### src/hw/rtl/crt_pkg.sv
// Shared types, constants and register codes of the cyclic relay timer.
`timescale 1ns / 1ps
`default_nettype none

package crt_pkg;

    // Button masks, tested in this order
    localparam logic [7:0] BTN_FAN_MASK    = 8'h09;
    localparam logic [7:0] BTN_BURNER_MASK = 8'h20;
    localparam logic [7:0] BTN_RESTART_MASK = 8'h84;
    localparam logic [7:0] BTN_OFF_MASK    = 8'h10;

    localparam logic [5:0] STEPS_PER_HOUR  = 6'd60;
    localparam logic [7:0] HOUR_SATURATE   = 8'd250;
    localparam logic [7:0] HOUR_MID_START  = 8'd2;
    localparam logic [7:0] HOUR_LATE_START = 8'd4;

    localparam logic MODE_TICK   = 1'b0;
    localparam logic MODE_BUTTON = 1'b1;

    typedef enum logic [2:0] {
        REG_TICKS_PER_STEP   = 3'd0,
        REG_SHUTOFF_HOURS    = 3'd1,
        REG_FAN_ON_STEPS     = 3'd2,
        REG_FAN_OFF_STEPS    = 3'd3,
        REG_BURNER_ON_STEPS  = 3'd4,
        REG_BURNER_OFF_EARLY = 3'd5,
        REG_BURNER_OFF_MID   = 3'd6,
        REG_BURNER_OFF_LATE  = 3'd7
    } t_reg_index;

    typedef struct packed {
        logic [3:0] ticks_per_step;
        logic [7:0] shutoff_hours;
        logic [7:0] fan_on_steps;
        logic [7:0] fan_off_steps;
        logic [7:0] burner_on_steps;
        logic [7:0] burner_off_early;
        logic [7:0] burner_off_mid;
        logic [7:0] burner_off_late;
    } t_cfg;

    typedef struct packed {
        logic [3:0] tick_count;
        logic [7:0] step_count;
        logic [5:0] steps_in_hour;
        logic [7:0] hour_count;
        logic       fan_selected;
        logic       relay_level;
    } t_state;

    typedef struct packed {
        logic       mode;
        logic [7:0] button_code;
    } t_item;

    typedef struct packed {
        logic running;
        logic fan_mode;
        logic relay_on;
    } t_result;

    localparam t_cfg CFG_RESET = '{
        ticks_per_step:   4'd8,
        shutoff_hours:    8'd8,
        fan_on_steps:     8'd1,
        fan_off_steps:    8'd3,
        burner_on_steps:  8'd10,
        burner_off_early: 8'd10,
        burner_off_mid:   8'd20,
        burner_off_late:  8'd30
    };

    localparam t_state STATE_RESET = '{
        tick_count:    4'd0,
        step_count:    8'd0,
        steps_in_hour: 6'd0,
        hour_count:    8'd0,
        fan_selected:  1'b0,
        relay_level:   1'b1
    };

endpackage

`default_nettype wire

### src/hw/rtl/cyclic_relay_timer_with_shutoff.sv
// Top level of the cyclic relay timer with run-time shutoff.
//
//  Channel  | Direction | Handshake               | Payload
//  ---------+-----------+-------------------------+----------------------------------
//  s_axis   | in        | s_axis_tvalid/tready    | tuser: mode, tdata: button_code
//  m_axis   | out       | m_axis_tvalid/tready    | tdata: relay_on, fan_mode, running
//  cfg      | in        | i_cfg_valid/o_cfg_ready | i_cfg_index, i_cfg_data
//
// Every beat passes from acceptance into the input register, then through
// the step logic into the result register. Throughput is one beat per cycle
// while m_axis_tready is high; the state registers close the only loop.
// A stalled result holds the result register; the input register still takes
// one more beat, after which s_axis_tready drops until the result drains.
// Synchronous active-low reset restores the register defaults and the
// burner schedule with the relay energised. Config writes are always taken.
`timescale 1ns / 1ps
`default_nettype none

module cyclic_relay_timer_with_shutoff
    import crt_pkg::*;
(
    input  wire logic       i_clk,
    input  wire logic       i_rst_n,
    // input beats
    input  wire logic       s_axis_tvalid,
    output logic            s_axis_tready,
    input  wire logic [7:0] s_axis_tdata,   // [7:0] button_code
    input  wire logic       s_axis_tuser,   // [0] mode: 0 tick, 1 button
    // result beats
    output logic            m_axis_tvalid,
    input  wire logic       m_axis_tready,
    output logic [7:0]      m_axis_tdata,   // [0] relay_on, [1] fan_mode, [2] running, zeros above
    // configuration writes
    input  wire logic       i_cfg_valid,
    output logic            o_cfg_ready,
    input  wire logic [2:0] i_cfg_index,
    input  wire logic [7:0] i_cfg_data
);

    t_cfg    cfg;
    t_state  r_state;
    t_state  n_state;
    t_result step_result;
    t_result r_result;
    t_item   r_item;
    logic    r_in_valid;
    logic    r_out_valid;
    logic    advance;

    assign o_cfg_ready = 1'b1;

    crt_cfg u_cfg (
        .i_clk      (i_clk),
        .i_rst_n    (i_rst_n),
        .i_wr_en    (i_cfg_valid),
        .i_wr_index (i_cfg_index),
        .i_wr_data  (i_cfg_data),
        .o_cfg      (cfg)
    );

    // Advance the held beat when the result slot is empty or being drained
    assign advance       = r_in_valid && (!r_out_valid || m_axis_tready);
    assign s_axis_tready = !r_in_valid || advance;

    // Input register
    always_ff @(posedge i_clk) begin
        if (!i_rst_n) begin
            r_in_valid <= 1'b0;
        end else if (s_axis_tready) begin
            r_in_valid <= s_axis_tvalid;
        end
    end

    always_ff @(posedge i_clk) begin
        if (s_axis_tready && s_axis_tvalid) begin
            r_item.mode        <= s_axis_tuser;
            r_item.button_code <= s_axis_tdata;
        end
    end

    crt_step u_step (
        .i_state  (r_state),
        .i_cfg    (cfg),
        .i_item   (r_item),
        .o_state  (n_state),
        .o_result (step_result)
    );

    // Timer state: commit only when a beat advances
    always_ff @(posedge i_clk) begin
        if (!i_rst_n) begin
            r_state <= STATE_RESET;
        end else if (advance) begin
            r_state <= n_state;
        end
    end

    // Result register
    always_ff @(posedge i_clk) begin
        if (!i_rst_n) begin
            r_out_valid <= 1'b0;
        end else if (advance) begin
            r_out_valid <= 1'b1;
        end else if (m_axis_tready) begin
            r_out_valid <= 1'b0;
        end
    end

    always_ff @(posedge i_clk) begin
        if (advance) begin
            r_result <= step_result;
        end
    end

    assign m_axis_tvalid = r_out_valid;
    assign m_axis_tdata  = {5'd0, r_result.running, r_result.fan_mode, r_result.relay_on};

    // A beat that advances always leaves a result behind
    a_advance_fills: assert property (@(posedge i_clk) disable iff (!i_rst_n)
        advance |=> r_out_valid)
        else $error("advanced beat produced no result");

    // The hour rollover keeps the step counter within one hour
    a_sih_range: assert property (@(posedge i_clk) disable iff (!i_rst_n)
        r_state.steps_in_hour < STEPS_PER_HOUR)
        else $error("steps_in_hour out of range");

    // A forced-off button leaves the relay de-energised
    a_forced_off: assert property (@(posedge i_clk) disable iff (!i_rst_n)
        (advance && r_item.mode == MODE_BUTTON && (|(r_item.button_code & BTN_OFF_MASK)))
        |=> !r_result.relay_on)
        else $error("forced off left relay on");

    // Input holding register never waits while the result slot is free
    a_no_idle_stall: assert property (@(posedge i_clk) disable iff (!i_rst_n)
        (r_in_valid && !r_out_valid) |-> advance)
        else $error("held beat stalled with free result slot");

endmodule

`default_nettype wire

### src/hw/rtl/crt_cfg.sv
// Configuration register file of the cyclic relay timer.
`timescale 1ns / 1ps
`default_nettype none

module crt_cfg
    import crt_pkg::*;
(
    input  wire logic       i_clk,
    input  wire logic       i_rst_n,
    input  wire logic       i_wr_en,
    input  wire logic [2:0] i_wr_index,
    input  wire logic [7:0] i_wr_data,
    output t_cfg            o_cfg
);

    t_cfg r_cfg;

    always_ff @(posedge i_clk) begin
        if (!i_rst_n) begin
            r_cfg <= CFG_RESET;
        end else if (i_wr_en) begin
            unique case (t_reg_index'(i_wr_index))
                REG_TICKS_PER_STEP:   r_cfg.ticks_per_step   <= i_wr_data[3:0];
                REG_SHUTOFF_HOURS:    r_cfg.shutoff_hours    <= i_wr_data;
                REG_FAN_ON_STEPS:     r_cfg.fan_on_steps     <= i_wr_data;
                REG_FAN_OFF_STEPS:    r_cfg.fan_off_steps    <= i_wr_data;
                REG_BURNER_ON_STEPS:  r_cfg.burner_on_steps  <= i_wr_data;
                REG_BURNER_OFF_EARLY: r_cfg.burner_off_early <= i_wr_data;
                REG_BURNER_OFF_MID:   r_cfg.burner_off_mid   <= i_wr_data;
                REG_BURNER_OFF_LATE:  r_cfg.burner_off_late  <= i_wr_data;
                default: ;
            endcase
        end
    end

    assign o_cfg = r_cfg;

endmodule

`default_nettype wire

### src/hw/rtl/crt_step.sv
// Next-state and result logic for one tick or button beat.
`timescale 1ns / 1ps
`default_nettype none

module crt_step
    import crt_pkg::*;
(
    input  wire t_state  i_state,
    input  wire t_cfg    i_cfg,
    input  wire t_item   i_item,
    output t_state       o_state,
    output t_result      o_result
);

    logic       step_due;
    logic [3:0] tick_base;
    logic [7:0] step_inc;
    logic [5:0] sih_inc;
    logic [7:0] hour_inc;
    logic [7:0] on_len;
    logic [7:0] off_len;
    logic [8:0] period;
    logic       hit_fan, hit_burner, hit_restart, hit_off;
    t_state     tick_next;
    t_state     btn_next;

    // Tick path: optional minute step, then schedule update
    always_comb begin
        step_due  = (i_state.tick_count >= i_cfg.ticks_per_step);
        tick_base = step_due ? 4'd0 : i_state.tick_count;
        step_inc  = i_state.step_count;
        sih_inc   = i_state.steps_in_hour;
        hour_inc  = i_state.hour_count;
        if (step_due) begin
            step_inc = i_state.step_count + 8'd1;
            sih_inc  = i_state.steps_in_hour + 6'd1;
            if (sih_inc == STEPS_PER_HOUR) begin
                sih_inc  = 6'd0;
                hour_inc = i_state.hour_count + 8'd1;
            end
        end

        if (i_state.fan_selected) begin
            on_len  = i_cfg.fan_on_steps;
            off_len = i_cfg.fan_off_steps;
        end else begin
            on_len = i_cfg.burner_on_steps;
            priority if (hour_inc < HOUR_MID_START) begin
                off_len = i_cfg.burner_off_early;
            end else if (hour_inc < HOUR_LATE_START) begin
                off_len = i_cfg.burner_off_mid;
            end else begin
                off_len = i_cfg.burner_off_late;
            end
        end
        period = {1'b0, on_len} + {1'b0, off_len};

        tick_next               = i_state;
        tick_next.steps_in_hour = sih_inc;
        tick_next.step_count    = step_inc;
        tick_next.hour_count    = hour_inc;
        tick_next.tick_count    = tick_base + 4'd1;
        if (hour_inc < i_cfg.shutoff_hours) begin
            if (step_inc < on_len) begin
                tick_next.relay_level = 1'b1;
            end else begin
                tick_next.relay_level = 1'b0;
                if ({1'b0, step_inc} >= period) begin
                    tick_next.step_count = 8'd0;
                end
            end
        end else begin
            tick_next.relay_level = 1'b0;
            if (hour_inc == HOUR_SATURATE) begin
                tick_next.hour_count = i_cfg.shutoff_hours;
            end
        end
    end

    // Button path: every matching mask acts, later ones win
    always_comb begin
        hit_fan     = |(i_item.button_code & BTN_FAN_MASK);
        hit_burner  = |(i_item.button_code & BTN_BURNER_MASK);
        hit_restart = |(i_item.button_code & BTN_RESTART_MASK);
        hit_off     = |(i_item.button_code & BTN_OFF_MASK);

        btn_next             = i_state;
        btn_next.relay_level = i_state.relay_level ^ hit_fan ^ hit_burner;
        if (hit_burner) begin
            btn_next.fan_selected = 1'b0;
        end else if (hit_fan) begin
            btn_next.fan_selected = 1'b1;
        end
        if (hit_off) begin
            btn_next.hour_count  = i_cfg.shutoff_hours + 8'd1;
            btn_next.step_count  = 8'd0;
            btn_next.relay_level = 1'b0;
        end else if (hit_restart) begin
            btn_next.hour_count  = 8'd0;
            btn_next.step_count  = 8'd0;
            btn_next.relay_level = 1'b1;
        end
    end

    always_comb begin
        o_state           = (i_item.mode == MODE_BUTTON) ? btn_next : tick_next;
        o_result.relay_on = o_state.relay_level;
        o_result.fan_mode = o_state.fan_selected;
        o_result.running  = (o_state.hour_count < i_cfg.shutoff_hours);
    end

endmodule

`default_nettype wire
### config.mk
export PLATFORM = sky130hd
export DESIGN_NAME = cyclic_relay_timer_with_shutoff
export DESIGN_NICKNAME = d
export VERILOG_FILES = /design/src/hw/rtl/crt_pkg.sv /design/src/hw/rtl/cyclic_relay_timer_with_shutoff.sv /design/src/hw/rtl/crt_cfg.sv /design/src/hw/rtl/crt_step.sv
export SDC_FILE = /design/constraint.sdc
export NUM_CORES = 1
export LEC_CHECK = 0
export BUFFER_PORTS_ARGS = -buffer_cell sky130_fd_sc_hd__buf_4
export CORE_MARGIN = 2
export CORE_UTILIZATION = 60
export CTS_CLUSTER_DIAMETER = 40
export DETAILED_ROUTE_END_ITERATION = 8
export MAX_ROUTING_LAYER = met4
export PLACE_DENSITY = 0.78
export SKIP_LAST_GASP = 1
export SYNTH_ARGS = -nofsm -noshare
export SYNTH_HDL_FRONTEND = slang
export SYNTH_HIERARCHICAL = 1
export SYNTH_SLANG_ARGS = --single-unit
### constraint.sdc
create_clock -name i_clk -period 9.85 [get_ports i_clk]
set_input_delay 1.4775 -clock i_clk [delete_from_list [all_inputs] [get_ports i_clk]]
set_output_delay 1.4775 -clock i_clk [all_outputs]
set_load 0.005 [all_outputs]
==> impl_metrics.env <==
export IMPL_status="finished clean"
export IMPL_ios=36
export IMPL_rsz0062_at_grt="no"
export IMPL_drc=0
export IMPL_drtIter0Drc=302
export IMPL_grt_max_degree=100
export IMPL_vias=5436
export IMPL_syn_area_per_cell_sq_um=8.87
export IMPL_viasPerCell=6.02
export IMPL_finalCriticalPeriod_ns=6.84
export IMPL_grt_usage_pct=26.9
export IMPL_endpoint_kind="flop"
export IMPL_cts_sinks=100
export IMPL_syn_inst=762
export IMPL_tightest_slew_ns=0.976
export IMPL_die_area_sq_um=12100
export IMPL_num_rows=38
export IMPL_final_net_count=833
export IMPL_fmax_mhz=146
export IMPL_cts_root_buf="clkbuf_16"
export IMPL_portBuffers=27
export IMPL_max_vdd_ir_drop_mv=0.146
export IMPL_post_cts_resized=0
export IMPL_ys_warn_count=6
export IMPL_finalHoldViolations=0
export IMPL_grt_pass1_wl_mm=24.4
export IMPL_p_leak_nw=3.09
export IMPL_mappedNetlistArea_sq_um=6760
export IMPL_postPlaceCellArea_sq_um=6860
export IMPL_cts_path_max_buffers=2
export IMPL_initial_utilization_pct=61.8
export IMPL_syn2layout_area_growth_pct=5.66
export IMPL_cp_data_required_time_ns=10.06
export IMPL_min_path_type="flop to flop"
export IMPL_gp_congestion=0.923
export IMPL_drive_gt1_share_pct=10.9
export IMPL_wl_per_cell_um=16.8
export IMPL_core_sq_um=10900
export IMPL_totalNegativeSetupSlack_ns=0
export IMPL_die_w_um=110
export IMPL_wl_mm=15.2
export IMPL_final_cell_area_sq_um=7140
export IMPL_dp_hpwl_mm=10.9
export IMPL_htreeDepth=3
export IMPL_worstSetupPathType="flop to flop"
export IMPL_ant_nets=0
export IMPL_grt_overflow_total=0
export IMPL_power_density_nw_per_um2=128
export IMPL_cap_violations=0
export IMPL_drv_slew=0
export IMPL_antenna_found_initial=0
export IMPL_cts_tree="done"
export IMPL_period_share_pct=69.5
export IMPL_cp_max_fo=19
export IMPL_setup_viol=0
export IMPL_cts_made_buffers=9
export IMPL_die_h_um=110
export IMPL_clkTransAtPathRegs_ns=0.07
export IMPL_dr_pass1_iters=5
export IMPL_arrival_ns=7.05
export IMPL_maxSlewHeadroom_pct=34.8
export IMPL_worst_clock_skew_ns=0.00943
export IMPL_grt_pass1_vias=5215
export IMPL_insertedDiodeCount=0
export IMPL_holdBufCountCts=0
export IMPL_cts_setup_buffers=0
export IMPL_clk_latency_ns=0.36
export IMPL_crit_path_start_kind="flop"
==> cell type report <==
type / count / area [sq um]
multi-input cells: 584 / 4220
fillers: 931 / 3790
flip-flops and latches: 100 / 2100
repair buffers: 33 / 248
clock buffers: 9 / 225
well taps: 140 / 175
inverters: 31 / 116
clock inverters: 6 / 55.1
==> state kept, by name, indices dropped and copies added (netlist names) <==
| signal | flops |
|---|---|
| m_axis_tvalid | 1 |
| r_state | 28 |
| u_cfg/o_cfg | 60 |
| r_in_valid | 1 |
| m_axis_tdata | 3 |
| r_item | 7 |
==> worst paths after layout <==
kind                                                    from                           end  slack (ns)  cells after the start
worst min-delay path            u_cfg/o_cfg[57]$_SDFFE_PN0P_  u_cfg/o_cfg[57]$_SDFFE_PN0P_        0.46                      2
worst min register to register  u_cfg/o_cfg[57]$_SDFFE_PN0P_  u_cfg/o_cfg[57]$_SDFFE_PN0P_        0.46                      2
worst max-delay path                r_state[24]$_SDFFE_PN0P_      r_state[17]$_SDFFE_PN0P_        3.01                     27
worst max register to register      r_state[24]$_SDFFE_PN0P_      r_state[17]$_SDFFE_PN0P_        3.01                     27
==> stage by stage <==
| stage | hold slack (ns) | cells | total power (W) | util, % | worst slack [ns] |
|---|---|---|---|---|---|
| after global placement | 0.439 | 888 | 0.000571 | 62.8 | 3.29 |
| after global routing | 0.484 | 903 | 0.000947 | 65.3 | 2.61 |
| after CTS | 0.465 | 903 | 0.000919 | 65.3 | 3.08 |
| after floorplan | 0.431 | 766 | 0.000547 | - | 4.15 |
| after detailed placement | 0.450 | 888 | 0.000576 | 62.8 | 3.12 |
| final | 0.461 | 903 | 0.000914 | 65.3 | 3.01 |
==> power breakdown <==
part	total (W)	switching [W]	internal (W)
registers	0.000431	0.00000900	0.000422
clock network	0.000346	0.000171	0.000175
logic	0.000137	0.0000782	0.0000591
==> layout by cell type (no fill, tap or decap), types with 6 or more instances in the layout <==
cell and n:
nand2_1 148, mux2i_1 105, dfxtp_1 90, ha_1 48, buf_4 33, inv_1 30, o21ai_0 27, a21oi_1 22
nor2b_1 22, xnor2_1 20, nand3_1 16, nor2_1 13, a21o_1 13, edfxtp_1 10, o21ai_1 10, nand4_1 10
clkbuf_16 9, mux2_2 9, o21a_1 6, conb_1 6, a221oi_1 6, a22o_1 6
==> worst max-delay path, stage by stage, from the launching register on <==
cell	delay, ns
dfxtp_1	0.40
inv_1	0.10
ha_1	0.28
nand2b_1	0.14
a21o_1	0.21
a31oi_2	0.80
nor4_1	0.13
nor4_1	0.33
or4b_1	0.79
mux2i_1	0.21
o21ai_1	0.26
ha_1	0.29
a21o_1	0.16
a21o_1	0.20
a21oi_1	0.17
o21bai_1	0.11
a21oi_1	0.18
o21bai_1	0.09
xnor2_1	0.14
ha_1	0.27
o21ai_0	0.10
a21oi_1	0.13
a21oi_1	0.07
a2111oi_2	0.51
nor2_1	0.21
a22o_1	0.23
nand2_1	0.06
mux2i_1	0.09
==> layer usage <==
layer / vias up / part of all wire, % / GRT usage [%]
met2: 119 / 50 / 46.0
li1: 2683 / - / -
met4: 0 / 1.9 / 9.11
met1: 2606 / 45 / 31.6
met5: - / 0 / -
met3: 28 / 3.6 / 5.35
(Power assumes the default switching activity.)
